--- config.mk ---
export PLATFORM = sky130hd
export DESIGN_NAME = c8_alu
export DESIGN_NICKNAME = d
export VERILOG_FILES = /design/src/design/chip8_cpu_core_defines.svh /design/src/design/c8_pkg.sv /design/src/design/c8_alu.sv
export SDC_FILE = /design/constraint.sdc
export NUM_CORES = 1
export LEC_CHECK = 0
export BUFFER_PORTS_ARGS = -buffer_cell sky130_fd_sc_hd__buf_4
export CORE_MARGIN = 1
export CORE_UTILIZATION = 34
export DETAILED_ROUTE_END_ITERATION = 8
export PLACE_DENSITY = 0.64
export SYNTH_ARGS = -nofsm -noshare
export SYNTH_HDL_FRONTEND = slang
export SYNTH_SLANG_ARGS = --single-unit
--- constraint.sdc ---
create_clock -name vclk -period 3.1
set_input_delay 0.31 -clock vclk [all_inputs]
set_output_delay 0.31 -clock vclk [all_outputs]
set_load 0.01 [all_outputs]
--- src/design/chip8_cpu_core_defines.svh ---
// Assertion macros for the CHIP-8 core.
`ifndef CHIP8_CPU_CORE_DEFINES_SVH
`define CHIP8_CPU_CORE_DEFINES_SVH

`ifndef ASSERT_OFF
`define C8_ASSERT_IMP(label, clk, rst, ante, cons, msg) \
  label: assert property (@(posedge clk) disable iff (rst) (ante) |-> (cons)) else $error(msg);
`define C8_ASSERT_NXT(label, clk, rst, ante, cons, msg) \
  label: assert property (@(posedge clk) disable iff (rst) (ante) |=> (cons)) else $error(msg);
`else
`define C8_ASSERT_IMP(label, clk, rst, ante, cons, msg)
`define C8_ASSERT_NXT(label, clk, rst, ante, cons, msg)
`endif

`endif

--- src/design/c8_pkg.sv ---
package c8_pkg;

  localparam logic [11:0] PROG_START = 12'h200;
  localparam int SCREEN_H = 32;

  localparam logic [2:0] CMD_EXEC  = 3'd0;
  localparam logic [2:0] CMD_TICK  = 3'd1;
  localparam logic [2:0] CMD_KEY   = 3'd2;
  localparam logic [2:0] CMD_WRITE = 3'd3;

  localparam logic [1:0] ST_OK    = 2'd0;
  localparam logic [1:0] ST_BADOP = 2'd1;
  localparam logic [1:0] ST_END   = 2'd2;
  localparam logic [1:0] ST_STACK = 2'd3;

  localparam logic [3:0] OPC_SYS    = 4'h0;
  localparam logic [3:0] OPC_JP     = 4'h1;
  localparam logic [3:0] OPC_CALL   = 4'h2;
  localparam logic [3:0] OPC_SE_I   = 4'h3;
  localparam logic [3:0] OPC_SNE_I  = 4'h4;
  localparam logic [3:0] OPC_SE_R   = 4'h5;
  localparam logic [3:0] OPC_LD_I   = 4'h6;
  localparam logic [3:0] OPC_ADD_I  = 4'h7;
  localparam logic [3:0] OPC_ALU    = 4'h8;
  localparam logic [3:0] OPC_SNE_R  = 4'h9;
  localparam logic [3:0] OPC_LD_IDX = 4'hA;
  localparam logic [3:0] OPC_JP_V0  = 4'hB;
  localparam logic [3:0] OPC_RND    = 4'hC;
  localparam logic [3:0] OPC_DRW    = 4'hD;
  localparam logic [3:0] OPC_SKP    = 4'hE;
  localparam logic [3:0] OPC_MISC   = 4'hF;

  localparam logic [15:0] OP_CLS = 16'h00E0;
  localparam logic [15:0] OP_RET = 16'h00EE;

  localparam logic [3:0] AL_MOV  = 4'h0;
  localparam logic [3:0] AL_OR   = 4'h1;
  localparam logic [3:0] AL_AND  = 4'h2;
  localparam logic [3:0] AL_XOR  = 4'h3;
  localparam logic [3:0] AL_ADD  = 4'h4;
  localparam logic [3:0] AL_SUB  = 4'h5;
  localparam logic [3:0] AL_SHR  = 4'h6;
  localparam logic [3:0] AL_SUBN = 4'h7;
  localparam logic [3:0] AL_SHL  = 4'hE;

  localparam logic [7:0] SK_DOWN   = 8'h9E;
  localparam logic [7:0] SK_UP     = 8'hA1;
  localparam logic [7:0] FN_LD_DT  = 8'h07;
  localparam logic [7:0] FN_WAIT   = 8'h0A;
  localparam logic [7:0] FN_SET_DT = 8'h15;
  localparam logic [7:0] FN_SET_ST = 8'h18;
  localparam logic [7:0] FN_ADD_I  = 8'h1E;
  localparam logic [7:0] FN_FONT   = 8'h29;
  localparam logic [7:0] FN_BCD    = 8'h33;
  localparam logic [7:0] FN_STORE  = 8'h55;
  localparam logic [7:0] FN_LOAD   = 8'h65;

  localparam logic [1:0] DIG_HUND = 2'd0;
  localparam logic [1:0] DIG_TENS = 2'd1;
  localparam logic [1:0] DIG_ONES = 2'd2;

  localparam logic [7:0] FONT [80] = '{
    8'hF0, 8'h90, 8'h90, 8'h90, 8'hF0, 8'h20, 8'h60, 8'h20, 8'h20, 8'h70,
    8'hF0, 8'h10, 8'hF0, 8'h80, 8'hF0, 8'hF0, 8'h10, 8'hF0, 8'h10, 8'hF0,
    8'h90, 8'h90, 8'hF0, 8'h10, 8'h10, 8'hF0, 8'h80, 8'hF0, 8'h10, 8'hF0,
    8'hF0, 8'h80, 8'hF0, 8'h90, 8'hF0, 8'hF0, 8'h10, 8'h20, 8'h40, 8'h40,
    8'hF0, 8'h90, 8'hF0, 8'h90, 8'hF0, 8'hF0, 8'h90, 8'hF0, 8'h10, 8'hF0,
    8'hF0, 8'h90, 8'hF0, 8'h90, 8'h90, 8'hE0, 8'h90, 8'hE0, 8'h90, 8'hE0,
    8'hF0, 8'h80, 8'h80, 8'h80, 8'hF0, 8'hE0, 8'h90, 8'h90, 8'h90, 8'hE0,
    8'hF0, 8'h80, 8'hF0, 8'h80, 8'hF0, 8'hF0, 8'h80, 8'hF0, 8'h80, 8'h80
  };

  typedef enum logic [4:0] {
    S_CLEAR, S_IDLE, S_CMD, S_F0, S_F1, S_F2, S_RD, S_EX, S_WBF,
    S_DRA, S_DRB, S_DRF, S_BCD, S_S55R, S_S55W, S_L65R, S_L65W, S_DONE
  } state_t;

  typedef struct packed {
    logic [2:0]  cmd;
    logic [3:0]  key_index;
    logic        key_down;
    logic [11:0] mem_addr;
    logic [7:0]  mem_data;
    logic [7:0]  random_byte;
    logic [4:0]  row_select;
  } req_t;

  typedef struct packed {
    logic [11:0] program_counter;
    logic        waiting_for_key;
    logic        sound_on;
    logic [1:0]  status;
    logic [63:0] display_row;
    logic        screen_changed;
  } rsp_t;

  typedef struct packed {
    logic        we;
    logic [11:0] addr;
    logic [7:0]  data;
  } mem_wr_t;

  typedef struct packed {
    logic       we;
    logic [3:0] addr;
    logic [7:0] data;
  } rf_wr_t;

  typedef struct packed {
    logic [3:0] op;
    logic [7:0] a;
    logic [7:0] b;
  } alu_req_t;

  typedef struct packed {
    logic [7:0] res;
    logic       flag;
    logic       eq;
  } alu_rsp_t;

  function automatic logic [7:0] font_byte(input logic [11:0] a);
    logic [7:0] v;
    v = 8'h00;
    if (a < 12'd80) begin
      v = FONT[a[6:0]];
    end
    return v;
  endfunction

  function automatic logic [7:0] bcd_digit(input logic [7:0] v, input logic [1:0] sel);
    logic [7:0]  rem;
    logic [1:0]  hund;
    logic [14:0] prod;
    logic [3:0]  tens;
    logic [7:0]  ones;
    logic [7:0]  d;
    if (v >= 8'd200) begin
      hund = 2'd2;
      rem = v - 8'd200;
    end else if (v >= 8'd100) begin
      hund = 2'd1;
      rem = v - 8'd100;
    end else begin
      hund = 2'd0;
      rem = v;
    end
    prod = 15'(rem[6:0]) * 15'd205;
    tens = prod[14:11];
    ones = rem - 8'(tens) * 8'd10;
    unique case (sel)
      DIG_HUND: d = {6'd0, hund};
      DIG_TENS: d = {4'd0, tens};
      DIG_ONES: d = ones;
      default:  d = 8'd0;
    endcase
    return d;
  endfunction

endpackage

--- src/design/c8_alu.sv ---
module c8_alu
  import c8_pkg::*;
(
  input  alu_req_t req,
  output alu_rsp_t rsp
);

  logic [8:0] sum;

  assign sum = {1'b0, req.a} + {1'b0, req.b};

  always_comb begin
    rsp.eq = (req.a == req.b);
    rsp.flag = 1'b0;
    rsp.res = req.b;
    unique case (req.op)
      AL_MOV: rsp.res = req.b;
      AL_OR:  rsp.res = req.a | req.b;
      AL_AND: rsp.res = req.a & req.b;
      AL_XOR: rsp.res = req.a ^ req.b;
      AL_ADD: begin
        rsp.res = sum[7:0];
        rsp.flag = sum[8];
      end
      AL_SUB: begin
        rsp.res = req.a - req.b;
        rsp.flag = (req.a >= req.b);
      end
      AL_SHR: begin
        rsp.res = {1'b0, req.a[7:1]};
        rsp.flag = req.a[0];
      end
      AL_SUBN: begin
        rsp.res = req.b - req.a;
        rsp.flag = (req.b >= req.a);
      end
      AL_SHL: begin
        rsp.res = {req.a[6:0], 1'b0};
        rsp.flag = req.a[7];
      end
      default: rsp.res = req.b;
    endcase
  end

endmodule

==> metrics.txt <==
# TYPE chip_impl_metric gauge
chip_impl_info{name="timing.hold.worst.class",value="input pin to output pin"} 1
chip_impl_info{name="worstPathCellList",value="buf_4 -> inv_1 -> ha_1 -> inv_4 -> a311o_1 -> o2bb2ai_1 -> o32a_1 -> or3_1 -> a32oi_1 -> buf_4"} 1
chip_impl_metric{name="gr-total-overflow",unit=""} 0
chip_impl_metric{name="achievable-frequency",unit="GHz"} 0.358
chip_impl_info{name="timing.setup.critical_path_class",value="input pin to output pin"} 1
chip_impl_metric{name="die_y",unit="um"} 73.4
chip_impl_metric{name="fillers",unit=""} 510
chip_impl_metric{name="wl_per_cell",unit="um"} 15.9
chip_impl_metric{name="finalSetupViolations",unit=""} 0
chip_impl_metric{name="total_switching_power",unit="W"} 0.000194
chip_impl_metric{name="leakage",unit="nW"} 0.935
chip_impl_metric{name="switching_part_of_the_total",unit="%"} 57.0
chip_impl_metric{name="synthesis.area",unit="sq um"} 1730
chip_impl_metric{name="synth_sequential_area_ratio",unit="%"} 0
chip_impl_metric{name="area_inside_the_core_boundary",unit="sq um"} 4820
chip_impl_metric{name="place.gp.congestion",unit=""} 0.989
chip_impl_metric{name="yosysTopAreaCellShare",unit="%"} 23.1
chip_impl_metric{name="drtIter0Drc",unit=""} 167
chip_impl_metric{name="power_report.internal_total",unit="W"} 0.000146
chip_impl_metric{name="worst-endpoint-required",unit="ps"} 2790
chip_impl_metric{name="synthCells",unit=""} 252
chip_impl_metric{name="initial_antenna_violation_count",unit=""} 0
chip_impl_metric{name="finalCritPeriodShare",unit="%"} 90.1
chip_impl_metric{name="drv.max_cap_violation_count",unit=""} 0
chip_impl_metric{name="areaGrowthSynthToFinish",unit="%"} 14.7
chip_impl_info{name="netlist.top_cell.by_area",value="sky130_fd_sc_hd__ha_1"} 1
chip_impl_metric{name="final_max_slew_viol_count",unit=""} 0
chip_impl_metric{name="dr_total_vias",unit=""} 1899
chip_impl_info{name="mostFrequentLayoutCell",value="sky130_fd_sc_hd__buf_4"} 1
chip_impl_info{name="cpMostUsedCell",value="sky130_fd_sc_hd__buf_4"} 1
chip_impl_metric{name="drt_pre_antenna_iters",unit=""} 5
chip_impl_metric{name="numPlacedInstances",unit=""} 337
chip_impl_metric{name="place.detailed.hpwl",unit="um"} 4120
chip_impl_metric{name="post_synth.cell_area_avg",unit="sq um"} 6.88
chip_impl_info{name="hp_start",value="req[2]"} 1
chip_impl_metric{name="share_of_total_power_in_combinational_logic",unit="%"} 100.0
chip_impl_metric{name="cp_slowest_stage_delay",unit="ps"} 530
chip_impl_metric{name="rows",unit=""} 25
chip_impl_metric{name="cts_hold_buf",unit=""} 0
chip_impl_info{name="top_library_cells_by_usage_in_the_layout_fill_and_taps_aside",value="34 x sky130_fd_sc_hd__buf_4, 32 x sky130_fd_sc_hd__ha_1, 29 x sky130_fd_sc_hd__inv_1"} 1
chip_impl_metric{name="max-slew-margin-rel",unit="%"} 54.4
chip_impl_metric{name="count_of_unresolved_drc_violations_after_routing",unit=""} 0
chip_impl_info{name="min_delay_worst_endpoint",value="rsp[4]"} 1
chip_impl_info{name="cp-start-kind",value="input pin"} 1
chip_impl_metric{name="grt.total_usage",unit="%"} 20.2
chip_impl_metric{name="layout-drive-gt1-share",unit="%"} 15.9
chip_impl_metric{name="via_count_of_the_first_global_routing_pass",unit=""} 1769
chip_impl_metric{name="fin_area",unit="sq um"} 1990
chip_impl_metric{name="timing.critical_path.arrival",unit="ps"} 2480
chip_impl_metric{name="crit_fanout",unit=""} 9
chip_impl_metric{name="yosysWarningCount",unit=""} 0
chip_impl_info{name="cpMaxStageDelayCell",value="sky130_fd_sc_hd__ha_1"} 1
chip_impl_metric{name="dieWidth",unit="um"} 73.4
chip_impl_metric{name="clock_buffers",unit=""} 0
chip_impl_metric{name="power.density_cell_area",unit="nW/um^2"} 171
chip_impl_metric{name="multi_input_comb_area",unit="sq um"} 1540
chip_impl_metric{name="postCtsSetupRepairBufs",unit=""} 0
chip_impl_info{name="synth.area.top_cells",value="sky130_fd_sc_hd__ha_1 23%, sky130_fd_sc_hd__a21oi_1 6.3%, sky130_fd_sc_hd__o21ai_0 6.3%"} 1
chip_impl_metric{name="setup-tns-final",unit="ps"} 0
chip_impl_metric{name="dpl-instance-area",unit="sq um"} 1990
chip_impl_metric{name="ff_latch_area",unit="sq um"} 0
chip_impl_metric{name="design.portCount",unit=""} 30
chip_impl_metric{name="min_period",unit="ps"} 2790
chip_impl_metric{name="antenna_cells_inserted",unit=""} 0
chip_impl_metric{name="grt_max_degree",unit=""} 29
chip_impl_info{name="setup.worst_path.end_class",value="output pin"} 1
chip_impl_metric{name="worst_ir_drop_vdd",unit="uV"} 67.4
chip_impl_metric{name="timing_hold_violations_final",unit=""} 0
chip_impl_metric{name="routed_via_density",unit=""} 5.64
chip_impl_metric{name="ant_nets",unit=""} 0
chip_impl_metric{name="die_area",unit="sq um"} 5390
chip_impl_metric{name="post_cts_resized",unit=""} 0
chip_impl_metric{name="wire_length_of_the_first_global_routing_pass",unit="um"} 8550
chip_impl_metric{name="io_buffers",unit=""} 30
chip_impl_metric{name="nNetsFinal",unit=""} 327
chip_impl_metric{name="synthDistinctLibCells",unit=""} 56
chip_impl_metric{name="holdPathStages",unit=""} 3
chip_impl_metric{name="wl",unit="um"} 5360
chip_impl_info{name="run_status",value="completed"} 1
chip_impl_metric{name="synth_fp_nets",unit=""} 307
chip_impl_metric{name="pwr-share-clk",unit="%"} 0
chip_impl_metric{name="timing_worst_slew_pin_value",unit="ps"} 678
chip_impl_metric{name="flops_and_latches",unit=""} 0
chip_impl_metric{name="power_frac_seq",unit="%"} 0
chip_impl_metric{name="initial_utilization",unit="%"} 36.0
chip_impl_metric{name="final_cell_count_no_fill",unit=""} 337
chip_impl_info{name="unrepaired_setup_endpoints_after_global_routing",value="no"} 1
-- power by group through the flow --
stage	clock network, W	registers [W]	logic [W]
floorplan	0	0	0.000230
global placement	0	0	0.000335
detailed placement	0	0	0.000333
CTS	0	0	0.000335
global route	0	0	0.000373
finish	0	0	0.000340
-- stage by stage --
step                util [%]  hold WS (ps)  setup WS, ps  total power [W]
finish                  41.3           980           307         0.000340
global route            41.3           995           178         0.000373
CTS                     41.3           980           361         0.000335
detailed placement      41.3           976           376         0.000333
global placement        41.3           975           343         0.000335
floorplan                  -           771           765         0.000230
-- kinds of logic after synthesis --
logic type | share of synthesized area, %
AOI/OAI and AO/OA | 35.1
xor gates and xnor gates | 3.54
adders and majority gates | 26.6
buffers and inverters | 11.5
muxes | 4.76
and+or+nand+nor | 18.5
-- worst max-delay path: cells and delay by family --
family	cells	cell delay, ps
AOI/OAI and AO/OA	4	950
adders and majority gates	1	530
buffers and inverters	4	390
and+or+nand+nor	1	310
-- how the worst max path moves through the flow --
stage	from	endpoint	slack, ps	depth (start not counted)
finish	req[4]	rsp[9]	310	10
floorplan	req[3]	rsp[9]	770	9
global placement	req[13]	rsp[9]	340	10
global route	req[10]	rsp[9]	180	10
CTS	req[4]	rsp[9]	360	10
detailed placement	req[4]	rsp[9]	380	10
-- synth_stat cells (all sizes together), types with 2 or more instances --
master	n
a22oi	2
o211ai	4
nor3	5
clkbuf	6
a211o	2
a21o	3
a31oi	2
nor4	2
inv	30
o21bai	6
or3	2
buf	10
a221oi	3
xnor2	6
nand2	19
a32oi	2
a221o	2
fa	3
nand3	8
nor2b	4
o221ai	3
nor2	18
o21ai	22
a21oi	22
mux2i	6
and3	3
o22ai	3
ha	32
a211oi	4
-- routing by layer --
metal	part of all wire, %	up-vias	GRT usage (%)
met5	0	-	0
met4	0.32	0	2.56
met3	8.4	3	2.61
met2	45	76	33.4
met1	46	879	28.5
li1	-	941	-
-- cell type report --
class	instances	area share, %
tap	67	4.21
timing repair buffer	34	12.8
inverter	30	5.79
multi-input combinational	206	77.2
(Power assumes the default switching activity.)
