### src/design/chip8_cpu_core_defines.svh
// Assertion macros for the CHIP-8 core.
`ifndef CHIP8_CPU_CORE_DEFINES_SVH
`define CHIP8_CPU_CORE_DEFINES_SVH

`ifndef ASSERT_OFF
`define C8_ASSERT_IMP(label, clk, rst, ante, cons, msg) \
  label: assert property (@(posedge clk) disable iff (rst) (ante) |-> (cons)) else $error(msg);
`define C8_ASSERT_NXT(label, clk, rst, ante, cons, msg) \
  label: assert property (@(posedge clk) disable iff (rst) (ante) |=> (cons)) else $error(msg);
`else
`define C8_ASSERT_IMP(label, clk, rst, ante, cons, msg)
`define C8_ASSERT_NXT(label, clk, rst, ante, cons, msg)
`endif

`endif

### src/design/c8_pkg.sv
package c8_pkg;

  localparam logic [11:0] PROG_START = 12'h200;
  localparam int SCREEN_H = 32;

  localparam logic [2:0] CMD_EXEC  = 3'd0;
  localparam logic [2:0] CMD_TICK  = 3'd1;
  localparam logic [2:0] CMD_KEY   = 3'd2;
  localparam logic [2:0] CMD_WRITE = 3'd3;

  localparam logic [1:0] ST_OK    = 2'd0;
  localparam logic [1:0] ST_BADOP = 2'd1;
  localparam logic [1:0] ST_END   = 2'd2;
  localparam logic [1:0] ST_STACK = 2'd3;

  localparam logic [3:0] OPC_SYS    = 4'h0;
  localparam logic [3:0] OPC_JP     = 4'h1;
  localparam logic [3:0] OPC_CALL   = 4'h2;
  localparam logic [3:0] OPC_SE_I   = 4'h3;
  localparam logic [3:0] OPC_SNE_I  = 4'h4;
  localparam logic [3:0] OPC_SE_R   = 4'h5;
  localparam logic [3:0] OPC_LD_I   = 4'h6;
  localparam logic [3:0] OPC_ADD_I  = 4'h7;
  localparam logic [3:0] OPC_ALU    = 4'h8;
  localparam logic [3:0] OPC_SNE_R  = 4'h9;
  localparam logic [3:0] OPC_LD_IDX = 4'hA;
  localparam logic [3:0] OPC_JP_V0  = 4'hB;
  localparam logic [3:0] OPC_RND    = 4'hC;
  localparam logic [3:0] OPC_DRW    = 4'hD;
  localparam logic [3:0] OPC_SKP    = 4'hE;
  localparam logic [3:0] OPC_MISC   = 4'hF;

  localparam logic [15:0] OP_CLS = 16'h00E0;
  localparam logic [15:0] OP_RET = 16'h00EE;

  localparam logic [3:0] AL_MOV  = 4'h0;
  localparam logic [3:0] AL_OR   = 4'h1;
  localparam logic [3:0] AL_AND  = 4'h2;
  localparam logic [3:0] AL_XOR  = 4'h3;
  localparam logic [3:0] AL_ADD  = 4'h4;
  localparam logic [3:0] AL_SUB  = 4'h5;
  localparam logic [3:0] AL_SHR  = 4'h6;
  localparam logic [3:0] AL_SUBN = 4'h7;
  localparam logic [3:0] AL_SHL  = 4'hE;

  localparam logic [7:0] SK_DOWN   = 8'h9E;
  localparam logic [7:0] SK_UP     = 8'hA1;
  localparam logic [7:0] FN_LD_DT  = 8'h07;
  localparam logic [7:0] FN_WAIT   = 8'h0A;
  localparam logic [7:0] FN_SET_DT = 8'h15;
  localparam logic [7:0] FN_SET_ST = 8'h18;
  localparam logic [7:0] FN_ADD_I  = 8'h1E;
  localparam logic [7:0] FN_FONT   = 8'h29;
  localparam logic [7:0] FN_BCD    = 8'h33;
  localparam logic [7:0] FN_STORE  = 8'h55;
  localparam logic [7:0] FN_LOAD   = 8'h65;

  localparam logic [1:0] DIG_HUND = 2'd0;
  localparam logic [1:0] DIG_TENS = 2'd1;
  localparam logic [1:0] DIG_ONES = 2'd2;

  localparam logic [7:0] FONT [80] = '{
    8'hF0, 8'h90, 8'h90, 8'h90, 8'hF0, 8'h20, 8'h60, 8'h20, 8'h20, 8'h70,
    8'hF0, 8'h10, 8'hF0, 8'h80, 8'hF0, 8'hF0, 8'h10, 8'hF0, 8'h10, 8'hF0,
    8'h90, 8'h90, 8'hF0, 8'h10, 8'h10, 8'hF0, 8'h80, 8'hF0, 8'h10, 8'hF0,
    8'hF0, 8'h80, 8'hF0, 8'h90, 8'hF0, 8'hF0, 8'h10, 8'h20, 8'h40, 8'h40,
    8'hF0, 8'h90, 8'hF0, 8'h90, 8'hF0, 8'hF0, 8'h90, 8'hF0, 8'h10, 8'hF0,
    8'hF0, 8'h90, 8'hF0, 8'h90, 8'h90, 8'hE0, 8'h90, 8'hE0, 8'h90, 8'hE0,
    8'hF0, 8'h80, 8'h80, 8'h80, 8'hF0, 8'hE0, 8'h90, 8'h90, 8'h90, 8'hE0,
    8'hF0, 8'h80, 8'hF0, 8'h80, 8'hF0, 8'hF0, 8'h80, 8'hF0, 8'h80, 8'h80
  };

  typedef enum logic [4:0] {
    S_CLEAR, S_IDLE, S_CMD, S_F0, S_F1, S_F2, S_RD, S_EX, S_WBF,
    S_DRA, S_DRB, S_DRF, S_BCD, S_S55R, S_S55W, S_L65R, S_L65W, S_DONE
  } state_t;

  typedef struct packed {
    logic [2:0]  cmd;
    logic [3:0]  key_index;
    logic        key_down;
    logic [11:0] mem_addr;
    logic [7:0]  mem_data;
    logic [7:0]  random_byte;
    logic [4:0]  row_select;
  } req_t;

  typedef struct packed {
    logic [11:0] program_counter;
    logic        waiting_for_key;
    logic        sound_on;
    logic [1:0]  status;
    logic [63:0] display_row;
    logic        screen_changed;
  } rsp_t;

  typedef struct packed {
    logic        we;
    logic [11:0] addr;
    logic [7:0]  data;
  } mem_wr_t;

  typedef struct packed {
    logic       we;
    logic [3:0] addr;
    logic [7:0] data;
  } rf_wr_t;

  typedef struct packed {
    logic [3:0] op;
    logic [7:0] a;
    logic [7:0] b;
  } alu_req_t;

  typedef struct packed {
    logic [7:0] res;
    logic       flag;
    logic       eq;
  } alu_rsp_t;

  function automatic logic [7:0] font_byte(input logic [11:0] a);
    logic [7:0] v;
    v = 8'h00;
    if (a < 12'd80) begin
      v = FONT[a[6:0]];
    end
    return v;
  endfunction

  function automatic logic [7:0] bcd_digit(input logic [7:0] v, input logic [1:0] sel);
    logic [7:0]  rem;
    logic [1:0]  hund;
    logic [14:0] prod;
    logic [3:0]  tens;
    logic [7:0]  ones;
    logic [7:0]  d;
    if (v >= 8'd200) begin
      hund = 2'd2;
      rem = v - 8'd200;
    end else if (v >= 8'd100) begin
      hund = 2'd1;
      rem = v - 8'd100;
    end else begin
      hund = 2'd0;
      rem = v;
    end
    prod = 15'(rem[6:0]) * 15'd205;
    tens = prod[14:11];
    ones = rem - 8'(tens) * 8'd10;
    unique case (sel)
      DIG_HUND: d = {6'd0, hund};
      DIG_TENS: d = {4'd0, tens};
      DIG_ONES: d = ones;
      default:  d = 8'd0;
    endcase
    return d;
  endfunction

endpackage

### src/design/c8_regs.sv
module c8_regs
  import c8_pkg::*;
(
  input  logic       clk,
  input  logic       rst,
  input  rf_wr_t     wr,
  input  logic [3:0] ra,
  input  logic [3:0] rb,
  output logic [7:0] rd_a,
  output logic [7:0] rd_b
);

  logic [7:0]  regs [16];
  logic [15:0] valid;
  logic [7:0]  raw_a;
  logic [7:0]  raw_b;
  logic        val_a;
  logic        val_b;

  always_ff @(posedge clk) begin
    if (wr.we) begin
      regs[wr.addr] <= wr.data;
    end
    raw_a <= regs[ra];
    raw_b <= regs[rb];
  end

  always_ff @(posedge clk) begin
    if (rst) begin
      valid <= '0;
      val_a <= 1'b0;
      val_b <= 1'b0;
    end else begin
      if (wr.we) begin
        valid[wr.addr] <= 1'b1;
      end
      val_a <= valid[ra];
      val_b <= valid[rb];
    end
  end

  assign rd_a = val_a ? raw_a : 8'd0;
  assign rd_b = val_b ? raw_b : 8'd0;

endmodule

### config.mk
export PLATFORM = sky130hd
export DESIGN_NAME = c8_regs
export DESIGN_NICKNAME = d
export VERILOG_FILES = /design/src/design/chip8_cpu_core_defines.svh /design/src/design/c8_pkg.sv /design/src/design/c8_regs.sv
export SDC_FILE = /design/constraint.sdc
export NUM_CORES = 1
export LEC_CHECK = 0
export ABC_CLOCK_PERIOD_IN_PS = 3200
export BUFFER_PORTS_ARGS = -buffer_cell sky130_fd_sc_hd__buf_2
export CORE_MARGIN = 5
export CORE_UTILIZATION = 47
export DETAILED_ROUTE_END_ITERATION = 8
export PLACE_DENSITY_LB_ADDON = 0.25
export SLEW_MARGIN = 20
export SYNTH_ARGS = -nofsm -noshare
export SYNTH_HDL_FRONTEND = slang
export SYNTH_SLANG_ARGS = --single-unit
### constraint.sdc
create_clock -name clk -period 3.2 [get_ports clk]
set_input_delay 0.48 -clock clk [delete_from_list [all_inputs] [get_ports clk]]
set_output_delay 0.48 -clock clk [all_outputs]
set_load 0.01 [all_outputs]
==> results of run 1 <==
## registers in the layout (all words and copies together), names as in the netlist
signal,count
raw_a,8
raw_b,8
regs,128
val_a,1
val_b,1
valid,16
## power groups by stage
stage / Combinational, uW / Sequential [uW] / Clock [uW]
finish: 344 / 2360 / 1970
detailed placement: 346 / 2400 / 0
CTS: 346 / 2360 / 2010
floorplan: 243 / 2390 / 0
global route: 371 / 2370 / 2100
global placement: 338 / 2400 / 0
## final cells by class
| type | instances | area, sq um |
|---|---|---|
| Sequential cell | 162 | 4520 |
| Multi-Input combinational cell | 202 | 2500 |
| Clock inverter | 7 | 40.0 |
| Timing Repair Buffer | 59 | 373 |
| Tap cell | 188 | 235 |
| Clock buffer | 25 | 549 |
| Fill cell | 1213 | 6970 |
| Inverter | 2 | 7.51 |
## worst paths after layout
check	from	endpoint	slack (ps)	depth (start not counted)
setup reg to reg	regs[9][1]	raw_a[1]	1550	3
setup / recovery	rb[0]	raw_b[2]	1260	4
hold reg to reg	valid[6]	valid[6]	500	2
hold / removal	rb[3]	val_b	400	3
## metrics by stage
stage,cell area (sq um),power [uW]
floorplan,7280,2640
global placement,7640,2740
detailed placement,7640,2750
CTS,8230,4710
global route,8230,4840
finish,8230,4670
## Yosys cell counts (all sizes together) (2+ instances only)
cell type	count	share of area, %
nor2	48	2.5
and2	18	1.6
nand3b	2	0.21
edfxtp	128	53
clkbuf	9	1.0
nand2b	3	0.26
o2111ai	2	0.24
nand2	4	0.21
a22o	16	1.9
mux2i	5	0.69
a221o	16	2.2
nand3	3	0.21
mux4	68	23
a311o	2	0.27
dfxtp	34	9.3
a21oi	2	0.14
inv	2	0.10
buf	12	1.8
nor3	4	0.27
o22ai	2	0.17
mux2	3	0.46
## critical path, cell delays in order
cell and delay [ps]:
buf_2 560, mux4_1 650, a22o_1 280, a221o_1 260
## layout by cell type, fill, tap and decap left out, types with 3 or more instances in the layout
cell type / instances
clkbuf_8: 3
mux2i_1: 5
buf_2: 38
nor3_1: 4
nand2b_1: 3
dfxtp_1: 34
a221o_1: 16
a22o_1: 16
mux4_2: 36
and2_1: 17
nand3_1: 3
nor2_1: 48
buf_4: 19
mux2_2: 3
mux4_1: 32
nand2_1: 4
clkbuf_16: 20
edfxtp_1: 128
clkinv_2: 5
## routing by layer
metal  track usage [%]  wire length (um)  up-vias  share of wire (%)
met1              28.0              7090     2099                 43
li1                  -                 -     1759                  -
met3              4.84              1180       39                7.1
met2              29.3              7790      174                 47
met4              9.11               552        0                3.3
met5                 0                 0        -                  0
## kinds of logic after synthesis
kind of cell | Yosys count | share of synthesized area (%)
AO/OA/AOI/OAI | 40 | 4.95
AND/OR/NAND/NOR | 86 | 5.60
flip-flops | 162 | 62.1
multiplexers | 76 | 23.8
buffers and inverters | 25 | 3.49
==> run summary, run 1 <==
dpl ws -> 792 ps
DRC Markers -> 0
largest net degree at the start of global routing -> 27
Internal -> 3680 uW
Max-Cap Viols -> 0
Req. time, crit path -> 3510 ps
initial core utilization -> 47.9%
TritonCTS clock tree -> done
TritonRoute pass-1 iters -> 5
first-pass GRT wire length -> 25.8 mm
initial DRC count -> 498
Seq/Total Area, Yosys -> 62.1%
DP HPWL -> 10.9 mm
Final Cycle Share -> 60.5%
vias -> 4071
CTS root buffer -> clkbuf_16
clk slew on worst S/H paths -> 60 ps
area delta synth->final -> 13.1%
per-cell routed wire length -> 25.7 um
Seq pwr share -> 50.6%
Core ar. -> 15200 sq um
setup bufs post-CTS -> 0
final RePlAce weighted congestion -> 0.774
Slew HR -> 33.1%
CTS buffer count -> 17
Antenna Cells -> 0
crit end category -> register
H-tree depth -> 4
Fmax -> 516 MHz
CTS max path bufs -> 2
Vias/cell -> 6.31
post-layout minimum cycle time -> 1940 ps
worst skew pair latency -> 430 ps
gr usage total -> 19.8%
die area -> 18100 sq um
Die Wd -> 134 um
Avg Cell Area, Syn -> 18.7 sq um
Leak -> 0.00293 uW
worst-path fanout max -> 20
number of synthesis warnings -> 0
PwrDens -> 567 nW/um^2
Final Max Tran Viols -> 0
tightest hold margin -> 395 ps
Final Non-Filler Cells -> 645
Resized Gates After CTS -> 0
Logic pwr share -> 7.4%
clock sinks -> 162
Psw -> 986 uW
crit path kind -> in -> reg
outcome -> finished, final reports clean
Layout Utilization -> 54.2%
Setup Skew -> 16.2 ps
Die Y -> 134 um
total global routing overflow -> 0
Total Routed Length -> 16.6 mm
Clock power frac -> 42.1%
Mapped Cells -> 389
Post-synth EDFFs -> 128
FFs w/ async S/R, synth -> 0%
ANT nets after route -> 0
Site Rows -> 45
setup ws final -> 1260 ps
Worst VDD drop -> 0.390 mV
Port Buf Inserts -> 38
Critical Path AT -> 2250 ps
Syn Std Cell Area -> 7280 sq um
startpoint types -> input port
Fin. Hold Viols -> 0
hold buffer count at CTS -> 0
Synth cell types -> 34
layout cell share with drive strength beyond 1 -> 28.7%
Final #Nets -> 467
Final TNS setup -> 0 ps
RSZ-0062 raised after global routing -> false
vias in the first global route -> 4174
worst-margin pin slew -> 1000 ps
Ports -> 39
top_reg_cell synth -> edfxtp_1
Final Setup Violations -> 0
syn nets -> 412
Synth Register Bits -> 162
Hold Path Class -> in -> reg
Placed Cells -> 613
switching fraction of total power -> 21.1%
initial antenna violation count -> 0
No activity file was read; power rests on OpenSTA's default activity.
==> run 2: changes to the inputs <==
--- a/config.mk
+++ b/config.mk
@@ -5,7 +5,8 @@
 export SDC_FILE = /design/constraint.sdc
 export NUM_CORES = 1
 export LEC_CHECK = 0
-export ABC_CLOCK_PERIOD_IN_PS = 3200
+export ABC_AREA = 1
+export ABC_CLOCK_PERIOD_IN_PS = 1950
 export BUFFER_PORTS_ARGS = -buffer_cell sky130_fd_sc_hd__buf_2
 export CORE_MARGIN = 5
 export CORE_UTILIZATION = 47
==> constraint.sdc (replaced) <==
create_clock -name clk -period 1.95 [get_ports clk]
set_input_delay 0.2925 -clock clk [delete_from_list [all_inputs] [get_ports clk]]
set_output_delay 0.2925 -clock clk [all_outputs]
set_load 0.01 [all_outputs]
==> run summary, run 2 <==
FFs w/ async S/R, synth -> 0% (unchanged)
initial antenna violation count -> 1 (+1)
hold buffer count at CTS -> 0 (unchanged)
Setup crit start -> val_a
RSZ-0062 raised after global routing -> false
busiest layer in global routing -> met2
Max-Cap Viols -> 0 (unchanged)
Largest regs -> regs: 128 flops, valid: 16 flops
Die Y -> 140 um (+3.7%)
Total Routed Length -> 20.5 mm (+23%)
layout cell share with drive strength beyond 1 -> 14.7% (-14 points)
Antenna Cells -> 0 (unchanged)
syn nets -> 858 (+110%)
initial DRC count -> 824 (+65%)
final RePlAce weighted congestion -> 0.874 (+13%)
setup bufs post-CTS -> 0 (unchanged)
number of synthesis warnings -> 0 (unchanged)
Port Buf Inserts -> 38 (unchanged)
Mapped Cells -> 835 (+110%)
cell taking the most area after synthesis -> edfxtp_1
ANT nets after route -> 0 (unchanged)
Req. time, crit path -> 1660 ps (-1850 ps)
Ports -> 39 (unchanged)
worst skew pair latency -> 430 ps (about the same)
TritonCTS clock tree -> done
Synth Register Bits -> 162 (unchanged)
clock sinks -> 162 (unchanged)
worst-margin pin slew -> 626 ps (-374 ps)
die area -> 19500 sq um (+7.6%)
largest net degree at the start of global routing -> 70 (+160%)
Synth area leaders -> edfxtp_1 49%, dfxtp_1 8.6%, nand3_1 8.0%
max FFs per register -> 128 (unchanged)
PwrDens -> 888 nW/um^2 (+57%)
Final Cycle Share -> 79.7%
Min-Delay Endpoint -> valid[8]
Vias/cell -> 5.54 (-12%)
worst reg2reg path depth -> 6 (+3)
Die Wd -> 140 um (+3.7%)
CTS max path bufs -> 2 (unchanged)
hold path start -> wr[9]
Avg Cell Area, Syn -> 9.44 sq um (-50%)
Most flops, register -> regs
Post-synth EDFFs -> 128 (unchanged)
Synth top area share -> 48.8% (-4.0 points)
startpoint types -> register
per-cell routed wire length -> 18.5 um (-28%)
post-layout minimum cycle time -> 1550 ps
Syn Std Cell Area -> 7880 sq um (+8.2%)
Synth top cells by count -> 132 x nand2_1, 128 x edfxtp_1, 126 x nand3_1
Fmax -> 643 MHz
Critical Path AT -> 1260 ps (-990 ps)
FILL cells -> 1471 (+21%)
most common cell in the synthesized netlist -> nand2_1
Final Max Tran Viols -> 0 (unchanged)
worst r2r dst -> raw_b[0]
initial core utilization -> 47.7% (-0.20 points)
Hold Path Class -> in -> reg
Core ar. -> 16500 sq um (+8.7%)
Final #Nets -> 896 (+92%)
Final TNS setup -> 0 ps (unchanged)
CTS root buffer -> clkbuf_16
Tot Pwr -> 7930 uW (+70%)
first-pass GRT wire length -> 32.4 mm (+26%)
Slew HR -> 58.0% (+25 points)
Seq/Total Area, Yosys -> 57.4% (-4.7 points)
DP HPWL -> 13.4 mm (+23%)
Fin. Hold Viols -> 0 (unchanged)
Setup Skew -> 6.59 ps (-9.66 ps)
vias -> 6128 (+51%)
area delta synth->final -> 13.3%
outcome -> finished, final reports clean
crit path kind -> reg -> out
Synth cell types -> 18 (-47%)
routing usage on met2 -> 32.8% (+3.6 points)
DRC Markers -> 0 (unchanged)
Leak -> 0.00365 uW (+24%)
worst-path fanout max -> 8 (-60%)
gr usage total -> 21.6% (+1.8 points)
GR Util met1 -> 31.4% (+3.4 points)
Resized Gates After CTS -> 0 (unchanged)
H-tree depth -> 4 (unchanged)
Hold Path Stages -> 4 (+1)
CTS buffer count -> 17 (unchanged)
Final Setup Violations -> 0 (unchanged)
vias in the first global route -> 5646 (+35%)
crit end category -> primary output
Site Rows -> 47 (+4.4%)
total global routing overflow -> 0 (unchanged)
R2R setup slack -> 870 ps (-680 ps)
most frequent cells in the layout -> 132 x nand2_1, 128 x edfxtp_1, 126 x nand3_1
clk slew on worst S/H paths -> 60 ps (about the same)
top_reg_cell synth -> edfxtp_1
TritonRoute pass-1 iters -> 5 (unchanged)
most common cell after layout, fill and taps aside -> nand2_1
Worst VDD drop -> 0.654 mV (+67%)
met3 Resource Use GR -> 4.32% (-0.52 points)
RR Startpoint -> regs[5][0]
## run 2: area by class of cell
cell class	count	area [sq um]	area share, %
clock buffers	23	478	5.35
clock inverters	9	105	1.18
inverters	117	439	4.92
multi-input cells	498	2560	28.6
flip-flops and latches	162	4520	50.7
well taps	220	275	3.08
repair buffers	77	551	6.17
## run 2: power by group
| part | switching [uW] | internal, uW |
|---|---|---|
| Sequential | 48.0 | 3830 |
| Clock | 1320 | 1980 |
| Combinational | 503 | 250 |
| Total | 1870 | 6060 |
## run 2: metrics by stage
| stage | cell area (sq um) | util [%] | hold WS, ps | cells | setup slack (ps) |
|---|---|---|---|---|---|
| 2_1_floorplan | 7880 | - | 391 | 835 | 513 |
| 3_3_place_gp | 8350 | 50.5 | 451 | 1074 | 390 |
| 3_5_place_dp | 8350 | 50.5 | 460 | 1074 | 416 |
| 4_1_cts | 8930 | 54.0 | 196 | 1106 | 384 |
| 5_1_grt | 8930 | 54.0 | 237 | 1106 | 297 |
| 6_report | 8930 | 54.0 | 215 | 1106 | 396 |
## run 2: critical path, cell delays in order (launching register included)
cell and delay (ps):
dfxtp_1 530, nand2_1 120, inv_1 70, buf_2 120
## run 2: how the worst max path moves through the flow
stage,endpoint,slack [ps],cells past startpoint
final,rd_a[6],400,3
after global routing,rd_a[4],300,3
after detailed placement,raw_a[7],420,7
after global placement,regs[11][1],390,6
after CTS,rd_a[6],380,3
after floorplan,regs[10][0],510,4
## run 2: metal layers
layer,share of wire [%],vias up
met3,8.2,31
li1,-,2946
met1,45,2901
met4,1.7,2
met2,45,248
met5,0.063,-
## run 2: cell families (layout without fill, tap and decap cells)
group                  count (synthesis)  count (layout)  share of synthesized area [%]
AOI/OAI and AO/OA                    198             198                           16.1
buffers and inverters                175             226                           10.2
DFF                                  162             162                           57.4
and+or+nand+nor                      300             300                           16.3
